### src/rtl/core/gbmp_pkg.sv
// gbmp_pkg: shared sizes, register codes and the dimension clamp of the grid mean pooling core
// used by grid_block_mean_pooling_core and gbmp_checker; depends on nothing

package gbmp_pkg;

   // block sizes
   localparam int GRID        = 4;
   localparam int MAX_DIM     = 4096;
   localparam int SAMPLE_BITS = 16;

   // fixed field widths
   localparam int DIM_BITS       = 13;
   localparam int IDX_BITS       = 2;
   localparam int CSR_INDEX_BITS = 1;

   // derived widths
   localparam int POS_BITS     = $clog2(MAX_DIM);
   localparam int STEP_BITS    = $clog2(MAX_DIM / GRID + 1);
   localparam int CELL_BITS    = $clog2(GRID + 1);
   localparam int SUM_BITS     = SAMPLE_BITS + 2 * $clog2(MAX_DIM / GRID);
   localparam int AREA_BITS    = 2 * STEP_BITS;
   localparam int DIV_CNT_BITS = $clog2(SUM_BITS + 1);
   localparam int RS_CNT_BITS  = $clog2(POS_BITS + 1);

   // register reset values
   localparam logic [DIM_BITS-1:0] WIDTH_RESET  = DIM_BITS'(640);
   localparam logic [DIM_BITS-1:0] HEIGHT_RESET = DIM_BITS'(480);

   // register indexes
   localparam logic [CSR_INDEX_BITS-1:0] CSR_IMAGE_WIDTH  = 1'b0;
   localparam logic [CSR_INDEX_BITS-1:0] CSR_IMAGE_HEIGHT = 1'b1;

   typedef logic [SAMPLE_BITS-1:0] sample_type;
   typedef logic [SUM_BITS-1:0]    sum_type;

   // saturate a map dimension to the range GRID .. MAX_DIM
   function automatic logic [DIM_BITS-1:0] clamp_dim(input logic [DIM_BITS-1:0] v);
      logic [DIM_BITS-1:0] r;
      if (v < DIM_BITS'(GRID)) begin
         r = DIM_BITS'(GRID);
      end else if (v > DIM_BITS'(MAX_DIM)) begin
         r = DIM_BITS'(MAX_DIM);
      end else begin
         r = v;
      end
      return r;
   endfunction

endpackage

### src/rtl/core/grid_block_mean_pooling_core.sv
// grid_block_mean_pooling_core: grid mean pooling over a raster pixel stream
// holds the column sum memory, the position tracking and the mean divider; uses gbmp_pkg
//
// Pixels enter one request at a time in raster order and are summed into one of GRID
// cell columns held in a small synchronous memory (read, add, write back, with
// forwarding between neighbouring requests). A stream of pixels that close no cell runs
// at one request per clock while no position rebuild holds the request side. A pixel that
// closes a cell passes through the read-modify-write stage, a bit-serial divider that
// forms the mean one quotient bit per cycle, and the hand-over of the mean to the output
// register before the next request is taken. The hand-over waits while an earlier result
// is still held there by a stalled receiver. Once handed over, the mean waits in the
// output register while new requests flow in. After each csr write the cell position is
// rebuilt from the pixel position by two bit-serial dividers, which hold the request side
// until they finish. Image dimensions are clamped to GRID .. MAX_DIM; remainder rows and
// columns add to no cell. Write the csr registers only while the block is idle.

module grid_block_mean_pooling_core (
   input  logic                                     clock,
   input  logic                                     reset,
   // request channel
   input  logic                                     req_valid,
   output logic                                     req_stall,
   input  logic signed [gbmp_pkg::SAMPLE_BITS-1:0]  req_sample,
   input  logic                                     req_start_of_map,
   // result channel
   output logic                                     rsp_valid,
   input  logic                                     rsp_stall,
   output logic signed [gbmp_pkg::SAMPLE_BITS-1:0]  rsp_cell_mean,
   output logic [gbmp_pkg::IDX_BITS-1:0]            rsp_cell_row,
   output logic [gbmp_pkg::IDX_BITS-1:0]            rsp_cell_col,
   output logic                                     rsp_last_of_map,
   // csr write port
   input  logic                                     csr_write_enable,
   input  logic [gbmp_pkg::CSR_INDEX_BITS-1:0]      csr_index,
   input  logic [gbmp_pkg::DIM_BITS-1:0]            csr_write_data
);

   localparam int SB  = gbmp_pkg::SAMPLE_BITS;
   localparam int SUB = gbmp_pkg::SUM_BITS;
   localparam int PB  = gbmp_pkg::POS_BITS;
   localparam int STB = gbmp_pkg::STEP_BITS;
   localparam int CB  = gbmp_pkg::CELL_BITS;
   localparam int IB  = gbmp_pkg::IDX_BITS;
   localparam int DB  = gbmp_pkg::DIM_BITS;
   localparam int AB  = gbmp_pkg::AREA_BITS;

   // request in the read-modify-write stage
   typedef struct packed {
      gbmp_pkg::sample_type sample;
      logic [IB-1:0]        idx;
      logic                 add;
      logic                 emit;
      logic                 use_zero;
      logic                 fwd;
      logic [IB-1:0]        row;
      logic                 last;
   } s1_type;

   typedef enum logic [1:0] {
      DIV_IDLE,
      DIV_RUN,
      DIV_DONE
   } div_state_type;

   // csr registers
   logic [DB-1:0] width_ff;
   logic [DB-1:0] height_ff;

   // pixel and cell position
   logic [PB-1:0]        col_pos_ff;
   logic [PB-1:0]        row_pos_ff;
   logic [STB-1:0]       col_off_ff;
   logic [STB-1:0]       row_off_ff;
   logic [CB-1:0]        cx_ff;
   logic [CB-1:0]        cy_ff;
   logic [gbmp_pkg::GRID-1:0] valid_ff;

   // column sum memory and forwarding
   gbmp_pkg::sum_type sum_mem [gbmp_pkg::GRID];
   gbmp_pkg::sum_type mem_q_ff;
   gbmp_pkg::sum_type fwd_sum_ff;
   s1_type            s1_ff;
   logic              s1_valid_ff;

   // position rebuild after a csr write
   logic [gbmp_pkg::RS_CNT_BITS-1:0] rs_cnt_ff;
   logic [PB-1:0]                    rs_col_q_ff;
   logic [PB-1:0]                    rs_row_q_ff;
   logic [STB-1:0]                   rs_col_rem_ff;
   logic [STB-1:0]                   rs_row_rem_ff;

   // mean divider and output register
   div_state_type                     div_state_ff;
   logic [gbmp_pkg::DIV_CNT_BITS-1:0] div_cnt_ff;
   gbmp_pkg::sum_type                 div_q_ff;
   logic [AB-1:0]                     div_rem_ff;
   logic [AB-1:0]                     divisor_ff;
   logic                              div_neg_ff;
   logic [IB-1:0]                     div_row_ff;
   logic [IB-1:0]                     div_col_ff;
   logic                              div_last_ff;
   logic                              rsp_valid_ff;
   gbmp_pkg::sample_type              rsp_mean_ff;
   logic [IB-1:0]                     rsp_row_ff;
   logic [IB-1:0]                     rsp_col_ff;
   logic                              rsp_last_ff;

   // cell geometry
   logic [DB-1:0]  w_cl;
   logic [DB-1:0]  h_cl;
   logic [STB-1:0] step_w;
   logic [STB-1:0] step_h;
   logic [STB-1:0] step_w_m1;
   logic [STB-1:0] step_h_m1;

   assign w_cl      = gbmp_pkg::clamp_dim(width_ff);
   assign h_cl      = gbmp_pkg::clamp_dim(height_ff);
   assign step_w    = STB'(w_cl / gbmp_pkg::GRID);
   assign step_h    = STB'(h_cl / gbmp_pkg::GRID);
   assign step_w_m1 = step_w - STB'(1);
   assign step_h_m1 = step_h - STB'(1);

   // handshake
   logic rs_busy;
   logic req_accept;

   assign rs_busy    = (rs_cnt_ff != '0);
   assign req_stall  = rs_busy || (div_state_ff != DIV_IDLE) || (s1_valid_ff && s1_ff.emit);
   assign req_accept = req_valid && !req_stall && !reset;

   // csr registers
   always_ff @(posedge clock) begin
      if (reset) begin
         width_ff  <= gbmp_pkg::WIDTH_RESET;
         height_ff <= gbmp_pkg::HEIGHT_RESET;
      end else if (csr_write_enable) begin
         unique case (csr_index)
            gbmp_pkg::CSR_IMAGE_WIDTH:  width_ff  <= csr_write_data;
            gbmp_pkg::CSR_IMAGE_HEIGHT: height_ff <= csr_write_data;
         endcase
      end
   end

   // position rebuild: col_pos / step_w and row_pos / step_h, one bit a cycle
   logic [STB:0]   rs_col_trial;
   logic [STB:0]   rs_row_trial;
   logic [STB:0]   rs_col_diff;
   logic [STB:0]   rs_row_diff;
   logic           rs_col_ge;
   logic           rs_row_ge;
   logic [STB-1:0] rs_col_rem_in;
   logic [STB-1:0] rs_row_rem_in;
   logic [PB-1:0]  rs_col_q_in;
   logic [PB-1:0]  rs_row_q_in;
   logic           rs_done;
   logic [CB-1:0]  rs_cx;
   logic [CB-1:0]  rs_cy;

   always_comb begin
      rs_col_trial  = {rs_col_rem_ff, rs_col_q_ff[PB-1]};
      rs_row_trial  = {rs_row_rem_ff, rs_row_q_ff[PB-1]};
      rs_col_diff   = rs_col_trial - {1'b0, step_w};
      rs_row_diff   = rs_row_trial - {1'b0, step_h};
      rs_col_ge     = (rs_col_trial >= {1'b0, step_w});
      rs_row_ge     = (rs_row_trial >= {1'b0, step_h});
      rs_col_rem_in = rs_col_ge ? rs_col_diff[STB-1:0] : rs_col_trial[STB-1:0];
      rs_row_rem_in = rs_row_ge ? rs_row_diff[STB-1:0] : rs_row_trial[STB-1:0];
      rs_col_q_in   = {rs_col_q_ff[PB-2:0], rs_col_ge};
      rs_row_q_in   = {rs_row_q_ff[PB-2:0], rs_row_ge};
      rs_done       = (rs_cnt_ff == gbmp_pkg::RS_CNT_BITS'(1));
      // a cell index past the grid saturates at GRID
      rs_cx = (rs_col_q_in >= PB'(gbmp_pkg::GRID)) ? CB'(gbmp_pkg::GRID) : rs_col_q_in[CB-1:0];
      rs_cy = (rs_row_q_in >= PB'(gbmp_pkg::GRID)) ? CB'(gbmp_pkg::GRID) : rs_row_q_in[CB-1:0];
   end

   always_ff @(posedge clock) begin
      if (reset) begin
         rs_cnt_ff <= '0;
      end else if (csr_write_enable) begin
         rs_cnt_ff     <= gbmp_pkg::RS_CNT_BITS'(PB);
         rs_col_q_ff   <= col_pos_ff;
         rs_row_q_ff   <= row_pos_ff;
         rs_col_rem_ff <= '0;
         rs_row_rem_ff <= '0;
      end else if (rs_busy) begin
         rs_cnt_ff     <= rs_cnt_ff - gbmp_pkg::RS_CNT_BITS'(1);
         rs_col_q_ff   <= rs_col_q_in;
         rs_row_q_ff   <= rs_row_q_in;
         rs_col_rem_ff <= rs_col_rem_in;
         rs_row_rem_ff <= rs_row_rem_in;
      end
   end

   // request stage: position of this pixel, cell decision, position advance
   logic [PB-1:0]             cur_col;
   logic [PB-1:0]             cur_row;
   logic [STB-1:0]            cur_col_off;
   logic [STB-1:0]            cur_row_off;
   logic [CB-1:0]             cur_cx;
   logic [CB-1:0]             cur_cy;
   logic [gbmp_pkg::GRID-1:0] v_base;
   logic                      in_grid;
   logic                      emit;
   logic [IB-1:0]             idx;
   logic                      col_wrap;
   logic                      row_wrap;
   logic [PB-1:0]             col_pos_in;
   logic [PB-1:0]             row_pos_in;
   logic [STB-1:0]            col_off_in;
   logic [STB-1:0]            row_off_in;
   logic [CB-1:0]             cx_in;
   logic [CB-1:0]             cy_in;
   logic [gbmp_pkg::GRID-1:0] valid_in;
   s1_type                    s1_in;

   always_comb begin
      // start flag puts this pixel at the origin with all sums clear
      cur_col     = req_start_of_map ? '0 : col_pos_ff;
      cur_row     = req_start_of_map ? '0 : row_pos_ff;
      cur_col_off = req_start_of_map ? '0 : col_off_ff;
      cur_row_off = req_start_of_map ? '0 : row_off_ff;
      cur_cx      = req_start_of_map ? '0 : cx_ff;
      cur_cy      = req_start_of_map ? '0 : cy_ff;
      v_base      = req_start_of_map ? '0 : valid_ff;

      in_grid  = (cur_cx < CB'(gbmp_pkg::GRID)) && (cur_cy < CB'(gbmp_pkg::GRID));
      emit     = in_grid && (cur_col_off == step_w_m1) && (cur_row_off == step_h_m1);
      idx      = cur_cx[IB-1:0];
      col_wrap = (DB'(cur_col) + DB'(1) >= w_cl);
      row_wrap = (DB'(cur_row) + DB'(1) >= h_cl);

      col_pos_in = cur_col;
      row_pos_in = cur_row;
      col_off_in = cur_col_off;
      row_off_in = cur_row_off;
      cx_in      = cur_cx;
      cy_in      = cur_cy;
      if (col_wrap) begin
         col_pos_in = '0;
         col_off_in = '0;
         cx_in      = '0;
         if (row_wrap) begin
            row_pos_in = '0;
            row_off_in = '0;
            cy_in      = '0;
         end else begin
            row_pos_in = cur_row + PB'(1);
            if (cur_row_off == step_h_m1) begin
               row_off_in = '0;
               cy_in = (cur_cy == CB'(gbmp_pkg::GRID)) ? cur_cy : cur_cy + CB'(1);
            end else begin
               row_off_in = cur_row_off + STB'(1);
            end
         end
      end else begin
         col_pos_in = cur_col + PB'(1);
         if (cur_col_off == step_w_m1) begin
            col_off_in = '0;
            cx_in = (cur_cx == CB'(gbmp_pkg::GRID)) ? cur_cx : cur_cx + CB'(1);
         end else begin
            col_off_in = cur_col_off + STB'(1);
         end
      end

      // an entry holds a live sum only between its first pixel and its cell close
      valid_in = v_base;
      if (in_grid) begin
         valid_in[idx] = !emit;
      end
      if (col_wrap && row_wrap) begin
         valid_in = '0;
      end

      s1_in.sample   = req_sample;
      s1_in.idx      = idx;
      s1_in.add      = in_grid;
      s1_in.emit     = emit;
      s1_in.use_zero = !v_base[idx];
      s1_in.fwd      = s1_valid_ff && s1_ff.add && (s1_ff.idx == idx);
      s1_in.row      = cur_cy[IB-1:0];
      s1_in.last     = (cur_cx == CB'(gbmp_pkg::GRID - 1)) && (cur_cy == CB'(gbmp_pkg::GRID - 1));
   end

   always_ff @(posedge clock) begin
      if (reset) begin
         col_pos_ff <= '0;
         row_pos_ff <= '0;
         col_off_ff <= '0;
         row_off_ff <= '0;
         cx_ff      <= '0;
         cy_ff      <= '0;
         valid_ff   <= '0;
      end else if (rs_done) begin
         col_off_ff <= rs_col_rem_in;
         row_off_ff <= rs_row_rem_in;
         cx_ff      <= rs_cx;
         cy_ff      <= rs_cy;
      end else if (req_accept) begin
         col_pos_ff <= col_pos_in;
         row_pos_ff <= row_pos_in;
         col_off_ff <= col_off_in;
         row_off_ff <= row_off_in;
         cx_ff      <= cx_in;
         cy_ff      <= cy_in;
         valid_ff   <= valid_in;
      end
   end

   // read-modify-write stage
   gbmp_pkg::sum_type s1_old;
   gbmp_pkg::sum_type s1_sum;

   always_comb begin
      priority if (s1_ff.use_zero) begin
         s1_old = '0;
      end else if (s1_ff.fwd) begin
         s1_old = fwd_sum_ff;
      end else begin
         s1_old = mem_q_ff;
      end
      s1_sum = s1_old + {{(SUB - SB){s1_ff.sample[SB-1]}}, s1_ff.sample};
   end

   always_ff @(posedge clock) begin
      if (reset) begin
         s1_valid_ff <= 1'b0;
      end else begin
         s1_valid_ff <= req_accept;
      end
   end

   always_ff @(posedge clock) begin
      if (req_accept) begin
         s1_ff    <= s1_in;
         mem_q_ff <= sum_mem[idx];
      end
      // sum of the request leaving the stage, for a follower on the same column
      fwd_sum_ff <= s1_sum;
      if (s1_valid_ff && s1_ff.add) begin
         sum_mem[s1_ff.idx] <= s1_sum;
      end
   end

   // mean divider: magnitude restoring division, one quotient bit a cycle
   logic [AB:0]       div_trial;
   logic [AB:0]       div_diff;
   logic              div_ge;
   logic              div_launch;
   gbmp_pkg::sum_type div_mag;
   gbmp_pkg::sum_type div_signed_q;
   logic              rsp_free;

   always_comb begin
      div_trial    = {div_rem_ff, div_q_ff[SUB-1]};
      div_diff     = div_trial - {1'b0, divisor_ff};
      div_ge       = (div_trial >= {1'b0, divisor_ff});
      div_launch   = s1_valid_ff && s1_ff.emit;
      div_mag      = s1_sum[SUB-1] ? (~s1_sum + SUB'(1)) : s1_sum;
      div_signed_q = div_neg_ff ? (~div_q_ff + SUB'(1)) : div_q_ff;
      rsp_free     = !rsp_valid_ff || !rsp_stall;
   end

   always_ff @(posedge clock) begin
      if (reset) begin
         div_state_ff <= DIV_IDLE;
         rsp_valid_ff <= 1'b0;
      end else begin
         // a taken result leaves unless the divider hands over the next one
         if (rsp_valid_ff && !rsp_stall && (div_state_ff != DIV_DONE)) begin
            rsp_valid_ff <= 1'b0;
         end
         unique case (div_state_ff)
            DIV_IDLE: begin
               if (div_launch) begin
                  div_q_ff     <= div_mag;
                  div_neg_ff   <= s1_sum[SUB-1];
                  div_rem_ff   <= '0;
                  divisor_ff   <= AB'(step_w) * AB'(step_h);
                  div_cnt_ff   <= gbmp_pkg::DIV_CNT_BITS'(SUB);
                  div_row_ff   <= s1_ff.row;
                  div_col_ff   <= s1_ff.idx;
                  div_last_ff  <= s1_ff.last;
                  div_state_ff <= DIV_RUN;
               end
            end
            DIV_RUN: begin
               div_q_ff   <= {div_q_ff[SUB-2:0], div_ge};
               div_rem_ff <= div_ge ? div_diff[AB-1:0] : div_trial[AB-1:0];
               div_cnt_ff <= div_cnt_ff - gbmp_pkg::DIV_CNT_BITS'(1);
               if (div_cnt_ff == gbmp_pkg::DIV_CNT_BITS'(1)) begin
                  div_state_ff <= DIV_DONE;
               end
            end
            DIV_DONE: begin
               // hand over once the output register is free or being taken
               if (rsp_free) begin
                  rsp_mean_ff  <= div_signed_q[SB-1:0];
                  rsp_row_ff   <= div_row_ff;
                  rsp_col_ff   <= div_col_ff;
                  rsp_last_ff  <= div_last_ff;
                  rsp_valid_ff <= 1'b1;
                  div_state_ff <= DIV_IDLE;
               end
            end
            default: begin
               div_state_ff <= DIV_IDLE;
            end
         endcase
      end
   end

   assign rsp_valid       = rsp_valid_ff;
   assign rsp_cell_mean   = rsp_mean_ff;
   assign rsp_cell_row    = rsp_row_ff;
   assign rsp_cell_col    = rsp_col_ff;
   assign rsp_last_of_map = rsp_last_ff;

endmodule

### config.mk
export PLATFORM = sky130hd
export DESIGN_NAME = grid_block_mean_pooling_core
export DESIGN_NICKNAME = d
export VERILOG_FILES = /design/src/rtl/core/gbmp_pkg.sv /design/src/rtl/core/grid_block_mean_pooling_core.sv
export SDC_FILE = /design/constraint.sdc
export NUM_CORES = 1
export LEC_CHECK = 0
export ABC_AREA = 1
export BUFFER_PORTS_ARGS = -buffer_cell sky130_fd_sc_hd__buf_2
export CORE_MARGIN = 5
export CORE_UTILIZATION = 35
export CTS_BUF_LIST = sky130_fd_sc_hd__clkbuf_16
export DETAILED_ROUTE_END_ITERATION = 8
export MAX_ROUTING_LAYER = met4
export SKIP_CTS_REPAIR_TIMING = 1
export SLEW_MARGIN = 20
export SYNTH_ARGS = -nofsm -noshare
export SYNTH_HDL_FRONTEND = slang
export SYNTH_SLANG_ARGS = --single-unit
### constraint.sdc
create_clock -name clock -period 8.17 [get_ports clock]
set_input_delay 1.2255 -clock clock [delete_from_list [all_inputs] [get_ports clock]]
set_output_delay 1.2255 -clock clock [all_outputs]
set_load 0.03 [all_outputs]
==> impl_metrics.tcl, run 1 <==
set metrics [dict create \
    grt_pass1_wl_mm 143 \
    hold_ws_ps 410 \
    routabilityCongestion 0.954 \
    htree_levels 2 \
    crit_family "adder cells" \
    synth_nets 4101 \
    ant_nets 0 \
    ys_seq_area_frac 0.427 \
    yosysTopAreaCellShare 0.347 \
    grt_pass1_vias 24921 \
    maxCapViolCount 0 \
    slowest_delay_ps 580 \
    drt-vias-per-instance 5.08 \
    synthCells 3796 \
    critPathLaunchType "register" \
    fin_crit_sh 0.838 \
    place_inst 4954 \
    synth_edf_count 364 \
    ir_drop_mv 0.191 \
    yosysTopAreaCell "edfxtp_1" \
    p_total_uw 7270 \
    max_freq_ghz 0.146 \
    die_y_um 310 \
    drive_above_1_share 0.0723 \
    synth_area_sq_mm 0.0315 \
    dominantRegCellSynth "edfxtp_1" \
    synth-async-reset-ratio 0 \
    yosys_warnings 0 \
    synth_cell_types 66 \
    core_sq_mm 0.0897 \
    min_path_type "reg2reg" \
    io_pins 59 \
    fin_crit_ps 6850 \
    worstPathMaxFanout 18 \
    initial_core_util 0.351 \
    criticalPathCategory "reg2reg" \
    overflow 0 \
    routed_wl_mm 91.7 \
    ctsRootBufferMaster "clkbuf_16" \
    tightest_slew_ps 1050 \
    fin_skew_ps 34.8 \
    clk_latency_ps 650 \
    wire_per_inst_um 18.1 \
    row_count 110 \
    track_usage 0.195 \
    yosys-top-cells-count "nand2_1 (786), nor2_1 (490), inv_1 (472)" \
    clk_pin_slew_worst_paths_ps 60 \
    nFillCells 9177 \
    grt_max_degree 76 \
    nNetsFinal 4142 \
    clockBufferDepth 3 \
    worstPathRequired_ps 8570 \
    dpl.hpwl_mm 66.8 \
    numCtsBuffers 57 \
    setup_viol 0 \
    max-slew-margin-rel 0.300 \
    synth_most_common_cell "nand2_1" \
    area_growth_pct 11.3 \
    final_cells 5062 \
    endpoint_kind "register" \
    drt-initial-drc-count 1957 \
    syn_avg_cell_area_sq_um 8.30 \
    arrival_ps 7250 \
    status "completed" \
    die-area_sq_mm 0.0961 \
    worst-path-buf-inv 5 \
    port_buffers 58 \
    powerDensity_mw_per_mm2 207 \
    cts.sinks 490 \
    fin_util 0.391 \
    cpMaxStageDelayCell "dfxtp_1" \
    drc 0 \
    synth_area_leaders "edfxtp_1 (35%), nand2_1 (9.4%), dfxtp_1 (8.0%)" \
    drv_slew 0 \
    num_antenna_cells 0 \
    rsz0062_at_grt "false" \
    vias 25717 \
    hold_violations 0 \
    cts_tree "built" \
    p_leak_uw 0.0151 \
    crit_top_cell "nand2_1" \
    antenna_found_initial 0 \
    synth_seq_cells 490 \
    dr.pass1.iters 5 \
    die_w_um 310 \
    finalSetupTns_ps 0 \
]
==> through the flow <==
| stage | area, sq um | setup slack, ps |
|---|---|---|
| finish | 35100 | 1320 |
| global route | 35100 | 853 |
| CTS | 35100 | 1340 |
| detailed placement | 33100 | 1340 |
| global placement | 33100 | 1430 |
| floorplan | 31500 | 2450 |
==> placed cells by master, fill, tap and decap left out, types with 32 or more instances in the layout <==
| cell | Yosys | routed |
|---|---|---|
| nand3_1 | 188 | 188 |
| fa_1 | 84 | 84 |
| xnor2_1 | 35 | 35 |
| nor3_1 | 40 | 35 |
| edfxtp_1 | 364 | 364 |
| ha_1 | 185 | 185 |
| xor2_1 | 87 | 87 |
| nor2_1 | 490 | 485 |
| o22ai_1 | 47 | 47 |
| buf_4 | 3 | 32 |
| buf_2 | 13 | 58 |
| clkbuf_16 | 0 | 64 |
| nand4_1 | 48 | 48 |
| o21ai_0 | 283 | 283 |
| dfxtp_1 | 126 | 126 |
| inv_1 | 472 | 481 |
| a21oi_1 | 201 | 201 |
| nand2_1 | 786 | 786 |
==> registers in the layout, indices dropped and copies added (netlist names), 4 cells and up <==
register / cells
sum_mem: 144
valid_ff: 4
row_off_ff: 11
rs_col_rem_ff: 11
rs_col_q_ff: 12
col_pos_ff: 12
s1_ff: 25
col_off_ff: 11
height_ff: 13
rs_row_q_ff: 12
rs_cnt_ff: 4
divisor_ff: 22
mem_q_ff: 36
row_pos_ff: 12
div_cnt_ff: 6
fwd_sum_ff: 36
rsp_cell_mean: 16
div_rem_ff: 22
div_q_ff: 36
rs_row_rem_ff: 11
width_ff: 13
==> cells by family (layout without fill, tap and decap cells) <==
kind of cell	count (synthesis)	count (layout)	share of synthesized area
AO/OA/AOI/OAI	644	644	0.111
adder cells (fa/ha/maj)	269	269	0.127
XOR/XNOR	126	126	0.0360
multiplexers	1	1	0.000357
buffers and inverters	607	697	0.0743
AND/OR/NAND/NOR	1659	1659	0.225
flip-flops	490	490	0.427
==> power by group <==
part / switching (uW) / internal [uW]
registers: 68.2 / 2870
clock network: 1090 / 1570
logic: 1140 / 535
==> layout make-up <==
cell class | instances | area, sq um | area share
multi-input cells | 2699 | 15800 | 0.450
clock buffers | 64 | 1600 | 0.0456
well taps | 1176 | 1470 | 0.0419
inverters | 499 | 1880 | 0.0535
clock inverters | 44 | 383 | 0.0109
repair buffers | 90 | 531 | 0.0151
flip-flops and latches | 490 | 13500 | 0.383
==> metal layers <==
layer	global-route usage	wire length (um)
met5	-	0
met4	0.0505	2410
met3	0.0226	3880
met2	0.335	44900
met1	0.245	40500
==> worst paths after layout <==
check	startpoint	endpoint	slack (ps)	cells past startpoint
min reg2reg	s1_ff[2]	div_row_ff[1]	410	0
max reg2reg	width_ff[12]	divisor_ff[19]	1320	27
min	s1_ff[2]	div_row_ff[1]	410	0
max	width_ff[12]	divisor_ff[19]	1320	27
Power figures use the tool's default switching activity.
==> inputs of run 2 (changes only) <==
==> constraint.sdc (replaced) <==
create_clock -name clock -period 6.7 [get_ports clock]
set_input_delay 1.005 -clock clock [delete_from_list [all_inputs] [get_ports clock]]
set_output_delay 1.005 -clock clock [all_outputs]
set_load 0.03 [all_outputs]
==> run 2 against run 1 <==
Setup slack got worse by 930 ps; design area about the same; largest power group unchanged; first-iteration DRC count fell by 2.6%; non-clock buffer count rose by 21; sequential power up 22%; core utilization hardly changed; power grew 20%; sequential share of layout area hardly changed; clock-buffer cell count decreased by 10.
==> impl_metrics.tcl, run 2 (synthesis results as in run 1) <==
set metrics [dict create \
    grt_pass1_vias 25311 \
    ant_nets 0 \
    cpMaxStageDelayCell "fa_1" \
    overflow 0 \
    wire_per_inst_um 18.2 \
    clk_latency_ps 650 \
    clockBufferDepth 3 \
    initial_core_util 0.351 \
    drt-vias-per-instance 5.10 \
    drt-initial-drc-count 1907 \
    port_buffers 58 \
    final_common_cell "nand2_1" \
    nFillCells 9168 \
    status "completed" \
    grt_pass1_wl_mm 143 \
    p_leak_uw 0.0151 \
    slowest_delay_ps 540 \
    grt_max_degree 82 \
    fin_skew_ps 43.0 \
    antenna_found_initial 0 \
    hold_violations 0 \
    die_y_um 310 \
    fin_crit_sh 0.942 \
    fin_ws_ps 387 \
    maxCapViolCount 0 \
    ctsRootBufferMaster "clkbuf_16" \
    row_count 110 \
    area_growth_pct 11.4 \
    arrival_ps 6690 \
    fin_crit_ps 6310 \
    crit_top_cell "nand2_1" \
    powerDensity_mw_per_mm2 248 \
    max-slew-margin-rel 0.324 \
    nNetsFinal 4160 \
    htree_levels 2 \
    top_register "sum_mem" \
    tightest_slew_ps 1010 \
    setup_viol 0 \
    fin_util 0.391 \
    dpl.hpwl_mm 67.4 \
    worstPathMaxFanout 23 \
    seqCellArea_sq_mm 0.0135 \
    dr.pass1.iters 7 \
    pre_cts_slack_ps 242 \
    place_inst 4975 \
    critPathLaunchType "register" \
    die-area_sq_mm 0.0961 \
    hold_ws_ps 420 \
    finalSetupTns_ps 0 \
    core_sq_mm 0.0897 \
    drc 0 \
    ir_drop_mv 0.203 \
    die_w_um 310 \
    track_usage 0.194 \
    clk_pin_slew_worst_paths_ps 60 \
    endpoint_kind "register" \
    largest_reg_flops 144 \
    cts_tree "built" \
    criticalPathCategory "reg2reg" \
    multi_input_area_sq_mm 0.0158 \
    vias 25872 \
    max_freq_ghz 0.158 \
    final_cells 5075 \
    min_path_type "reg2reg" \
    worstPathRequired_ps 7080 \
    rsz0062_at_grt "false" \
    cts.sinks 490 \
    routed_wl_mm 92.2 \
    numCtsBuffers 54 \
    num_antenna_cells 0 \
    drv_slew 0 \
    io_pins 59 \
    routabilityCongestion 0.958 \
    drive_above_1_share 0.0764 \
    final_cell_mix "nand2_1 (786), nor2_1 (486), inv_1 (476)" \
]
run 2: cell types whose count changed in the layout (fill, tap and decap cells not counted), moves of 2 or more:
cell / delta
clkbuf_16: -10
inv_2: -2
bufinv_16: +2
clkinv_2: +5
inv_1: -5
buf_4: +21
run 2: final cells by class:
cell class	instances	share of cell area
sequential	490	0.383
multi-input combinational	2699	0.450
inverter	499	0.0535
tap	1176	0.0419
timing repair buffer	111	0.0196
clock inverter	46	0.0135
clock buffer	54	0.0385
run 2: critical path: cells and delay by family (launching register included):
kind,cells,cell delay [ps]
and+or+nand+nor,11,1160
adders and majority gates,6,2630
buffers and inverters,4,400
AOI/OAI and AO/OA,7,1450
DFF,1,380
run 2: metal layers:
layer | up-vias | wire (um) | GRT usage
met2 | 623 | 45100 | 0.335
met1 | 12344 | 39900 | 0.241
li1 | 12749 | - | -
met5 | - | 0 | -
met3 | 156 | 3780 | 0.0177
met4 | 0 | 3390 | 0.0681
run 2: through the flow:
stage | total power (uW) | cell area (sq um)
2_1_floorplan | 5070 | 31500
6_report | 8700 | 35100
4_1_cts | 8780 | 35100
3_5_place_dp | 5690 | 33300
3_3_place_gp | 5680 | 33300
5_1_grt | 9170 | 35100
run 2: power breakdown:
part	total, uW	switching (uW)	internal [uW]	leakage [uW]
logic	2070	1410	660	0.00978
registers	3570	77.6	3490	0.00437
clock network	3060	1310	1750	0.000918
total	8700	2790	5910	0.0151
run 2: final timing paths:
kind              depth (start not counted)          from             end  slack [ps]
setup / recovery                         28  height_ff[8]  divisor_ff[19]         390
hold / removal                            0      s1_ff[2]   div_row_ff[1]         420
setup reg to reg                         28  height_ff[8]  divisor_ff[19]         390
hold reg to reg                           0      s1_ff[2]   div_row_ff[1]         420
